<file path="config.mk">
export PLATFORM = sky130hd
export DESIGN_NAME = pdr_ram
export DESIGN_NICKNAME = d
export VERILOG_FILES = /design/src/rtl/core/pdr_ram.sv
export SDC_FILE = /design/constraint.sdc
export NUM_CORES = 1
export LEC_CHECK = 0
export ABC_CLOCK_PERIOD_IN_PS = 2400
export BUFFER_PORTS_ARGS = -buffer_cell sky130_fd_sc_hd__buf_4
export CAP_MARGIN = 20
export CORE_MARGIN = 5
export CORE_UTILIZATION = 60
export CTS_CLUSTER_SIZE = 12
export DETAILED_ROUTE_END_ITERATION = 10
export PLACE_DENSITY = 0.78
export SLEW_MARGIN = 10
export SYNTH_ARGS = -nofsm -noshare
export SYNTH_HDL_FRONTEND = slang
export SYNTH_SLANG_ARGS = --single-unit
</file>
<file path="constraint.sdc">
create_clock -name clk -period 2.4 [get_ports clk]
set_clock_uncertainty 0.1 [all_clocks]
set_input_delay 0.48 -clock clk [delete_from_list [all_inputs] [get_ports clk]]
set_output_delay 0.48 -clock clk [all_outputs]
set_load 0.02 [all_outputs]
</file>
<file path="src/rtl/core/pdr_ram.sv">
// Generic simple dual-port RAM: one write port, one read port with registered read data.
// No dependencies.
module pdr_ram #(
  parameter int WIDTH = 8,
  parameter int DEPTH = 16,
  localparam int AW = $clog2(DEPTH)
) (
  input  logic             clk,
  input  logic             wr_en,
  input  logic [AW-1:0]    wr_addr,
  input  logic [WIDTH-1:0] wr_data,
  input  logic             rd_en,
  input  logic [AW-1:0]    rd_addr,
  output logic [WIDTH-1:0] rd_data
);

  logic [WIDTH-1:0] mem [DEPTH];

  always_ff @(posedge clk) begin
    if (wr_en) begin
      mem[wr_addr] <= wr_data;
    end
    if (rd_en) begin
      rd_data <= mem[rd_addr];
    end
  end

endmodule

</file>
Word-level counts from Yosys, hierarchy flattened --
Memory sizes are Yosys's and may differ from the RTL's. A register that Yosys moved wholly into a read port is not among the register bits. Index checks and enable logic that the tools add are counted.
Cells by class: muxes and demuxes 2, shift operators 0, order comparisons 0, equality and inequality tests 0, reduce and logical (&&, ||, !) cells 0, divide/modulo/power cells 0, $add $sub $neg 0, bitwise gates (word level) 0, multiply operators 0
Operators by type and width (number):
- $mux W1 | 2
Word-level totals: memories kept 1, RAM bits 128, output and inout bits 8, logic and storage cells 3, latch bits 0, memory bits (read-only) 0, register bits 0
Memories:
- mem | words 16, bits a word 8, rd ports 1, clocked after Yosys merged registers in 1, write ports 1, RTL line 17 | logic [WIDTH-1:0] mem [DEPTH];

Depth between registers and ports, before layout --
word-level depth 2, gate-level depth with buffers 5, mapped depth without buffers 3

Least setup slack after synthesis --
No wires, ideal clock.
path type input to register, start point input port wr_addr[2], end point memory mem[0][0] (enable), cell stages on the path 2, setup slack 0.327 ns, setup time 0.383 ns, arrival time 1.590 ns, data required time 1.917 ns, cell sequence or3b_2 -> nor3_1
RTL lines:
- start: declaration | RTL line 10 | input logic [AW-1:0] wr_addr,
- end: declaration | RTL line 17
Straight into the memory's write port.

==> results.txt <==
At the end of the flow, the number of nets in the layout was 303. In the layout the commonest cells are 136 x edfxtp_1, 45 x buf_4, 18 x mux4_2. Vias after detailed routing: 2,566.

The kind of start point of the critical path is an input pin. The tools report the net count of the mapped netlist as 248. The total overflow reported by the global router was 0. The timing endpoint of the critical path is rd_data[1].

The endpoint of the worst-slack reg-to-reg timing path is rd_data[3]. For the power share of the combinational group, the log shows 0.050. The number of antenna diodes in the final layout is 0. The buffer cell driving the clock tree root is clkbuf_8. At the worst endpoint, the required time is 2.56 ns.

Commonest non-fill, non-tap cell in the layout: edfxtp_1. Setup repair after global routing left no endpoint under its margin. The endpoint kind of the worst setup timing path was a flip-flop. Slew at the pin closest to its max-slew limit: 0.731 ns. Synthesis inferred 136 register bits. Share of the synthesized area in the top cell type: 0.781. The internal power of the cells totals 4460 uW.

The run gives 0.484 as the relative contribution of sequential cells to total power. The max capacitance violation total was 0; the CTS buffer count was 17. The vertical extent of the die is 103 um. Counting cells, the worst reg-to-reg path comes to 3.

The initialized floorplan defines 34 standard-cell rows. In this run the worst hold path is classified as in -> reg. The top achievable clock speed was 0.571 GHz. The logs give 0.643 mV for the worst-case vdd ir drop and 0.71 ns for the slack of the worst reg-to-reg path.

The flow ran to the end, and the final reports show no timing, DRC or antenna violations. The count of buffers added on input and output ports is 26. After detailed routing, the number of remaining DRC violations is 0. The logs give 8590 um2 for the placeable core area and 0 for the setup-violating endpoint count in the final report. Subtracting the final worst setup slack from the clock period gives 1.75 ns.

The logs give 0.52 ns for the clock insertion delay at the later pin of the skew report and 15,800 um for the global-route wire length before repair. The sequential cells in the finished layout cover a total of 4080 um2. The wire length per cell after detailed routing was 26.2 um; the total negative slack was 0 ns. Synthesis instantiated 18 different standard cells from the library.

The logs give 4 for the number of levels in the clock H-tree and 0.221 for the overall fraction of global-route tracks in use. The final clock period utilization by the worst path was 0.729; the post-layout worst setup margin was 0.649 ns. For the routability congestion estimate from global placement, the log shows 0.749. The longest clock path from root to sink contains 2 buffers. The tools report the total design power as 5570 uW. Summed over all cells, the static leakage comes to 0.00212 uW. Critical path start-end classification: in -> reg. Ranked by total cell area, the synthesized netlist is headed by edfxtp_1 78%, mux4_2 7.8%, mux4_1 7.0%, a22oi_1 2.3%, nor2_1 0.93%.

The tools report the cell count after synthesis as 229. The clock transition at the registers of the reported paths is 0.06 ns, and the clock network fraction of total power is 0.466. Summed over all nets, the switching power comes to 1110 uW.

The fraction of final layout cells with drive strength greater than 1 is 0.314, and the horizontal die dimension is 103 um. In this run the worst path has a maximum fanout of 16. In this run the remaining antenna-violating nets after routing total 0. TritonCTS built the clock tree.

The via count of the first global-routing pass came out at 2,586. Worst slew slack as a fraction of its limit: 0.512. After the first detailed-routing iteration, the DRC count stood at 188.

The post-synthesis average cell area is 22.8 um2, and the power per unit of standard cell area is 894 nW/um2. Traced cell by cell, the critical path runs through buf_4, buf_12, mux4_1, a22oi_1, nand2_1. The first detailed-routing pass ran for 5 iterations.

Final cell utilization of the core: 0.725. Final hold analysis gives a worst-case slack of 0.167 ns. For this block, the routed nets add up to 10,600 um of wire. Entering global routing, the biggest net connects 28 pins.

The startpoint of the worst register-to-register path was mem[9][3]. The logs give 27 for the boundary pin count and 0 for the number of antenna violations at the first check in global routing. During synthesis, Yosys emitted a total of 0 warnings.

The effective utilization at floorplan was 0.608; the cts-stage hold buffer count was 0. The final hold violation count was 0; the sequential cell area fraction in the yosys report was 0.781. The slowest stage of the critical path belongs to the cell mux4_1. The via-per-instance ratio was 6.35. The proportion of total power due to net switching is 0.199.

Of all cell types, the one taking the most synthesized area is edfxtp_1. Post-CTS timing repair inserted 0 buffers for setup. The clock sink count is 136, and the total half-perimeter wirelength after legalization and detailed placement is 6450 um. In this run the worst setup path begins at rd_addr[0].

Post-CTS repair changed the size of 0 cells. On the worst path, the slowest cell contributes a delay of 0.60 ns. Die area: 10,700 um2.

The area taken by multi-input logic gates was 1060 um2. Summing every instance area after synthesis gives 5230 um2. The max-slew violation count is 0, and the area growth from synthesis to layout is 19.2%. At the placement stage, the worst setup path has a slack of 0.126 ns.

For the worst setup path, the data arrival time is 1.91 ns. Counting the fill cells in the layout gives 486.
synthesized netlist by cell type, drive strengths merged:
cell type      instances
edfxtp               136
mux4                  32
a22oi                 16
nor2                  13
nand2                  9
buf                    7
nor3                   4
clkdlybuf4s25          3
nand2b                 2
nand3b                 2
and2                   1
and2b                  1
nand3                  1
nor2b                  1
or3b                   1
flip-flops by register name, indices dropped and copies added (netlist names):
| name | cells |
|---|---|
| rd_data | 8 |
| mem | 128 |
kinds of logic after synthesis:
| logic type | count (synthesis) | synth area share |
|---|---|---|
| compound gates | 16 | 0.0230 |
| buf+inv | 10 | 0.0165 |
| flops | 136 | 0.781 |
| mux | 32 | 0.148 |
| simple gates | 35 | 0.0314 |
layer usage:
layer	track usage	vias to the layer above	wire, um
met5	0	-	0
met4	0.0926	0	179
met3	0.0557	16	1030
met2	0.326	150	5160
met1	0.319	1310	4240
li1	-	1090	-
critical path, delay by kind of cell:
| kind | cells | cell delay, ns |
|---|---|---|
| simple gates | 1 | 0.09 |
| buf+inv | 2 | 0.48 |
| compound gates | 1 | 0.26 |
| mux | 1 | 0.60 |
area by class of cell:
class                           count  area share
Timing Repair Buffer               46      0.0574
Clock buffer                       17      0.0665
Sequential cell                   136       0.655
Tap cell                          108      0.0217
Multi-Input combinational cell     83       0.170
Clock inverter                     14      0.0293
power by group through the flow:
stage               combinational (uW)  clock (uW)  sequential [uW]
floorplan                          135           0             2750
global placement                   270           0             2740
detailed placement                 277           0             2740
CTS                                282        2630             2690
global route                       298        2730             2700
finish                             281        2590             2690
worst min-delay path by stage:
stage | slack [ns] | start | end | depth (start not counted)
after global routing | 0.14 | rd_en | rd_data[6] | 1
after floorplan | 0.48 | wr_data[0] | mem[0][0] | 0
after CTS | 0.14 | rd_en | rd_data[3] | 1
after global placement | 0.63 | mem[7][2] | rd_data[2] | 3
final | 0.17 | rd_en | rd_data[3] | 1
after detailed placement | 0.64 | mem[12][1] | rd_data[1] | 3
metrics by stage:
step                instances  cell area (um2)
floorplan                 229             5230
global placement          373             5630
detailed placement        373             5630
CTS                       404             6230
global route              404             6230
finish                    404             6230
Note: power is estimated with default switching activity, not from simulation.
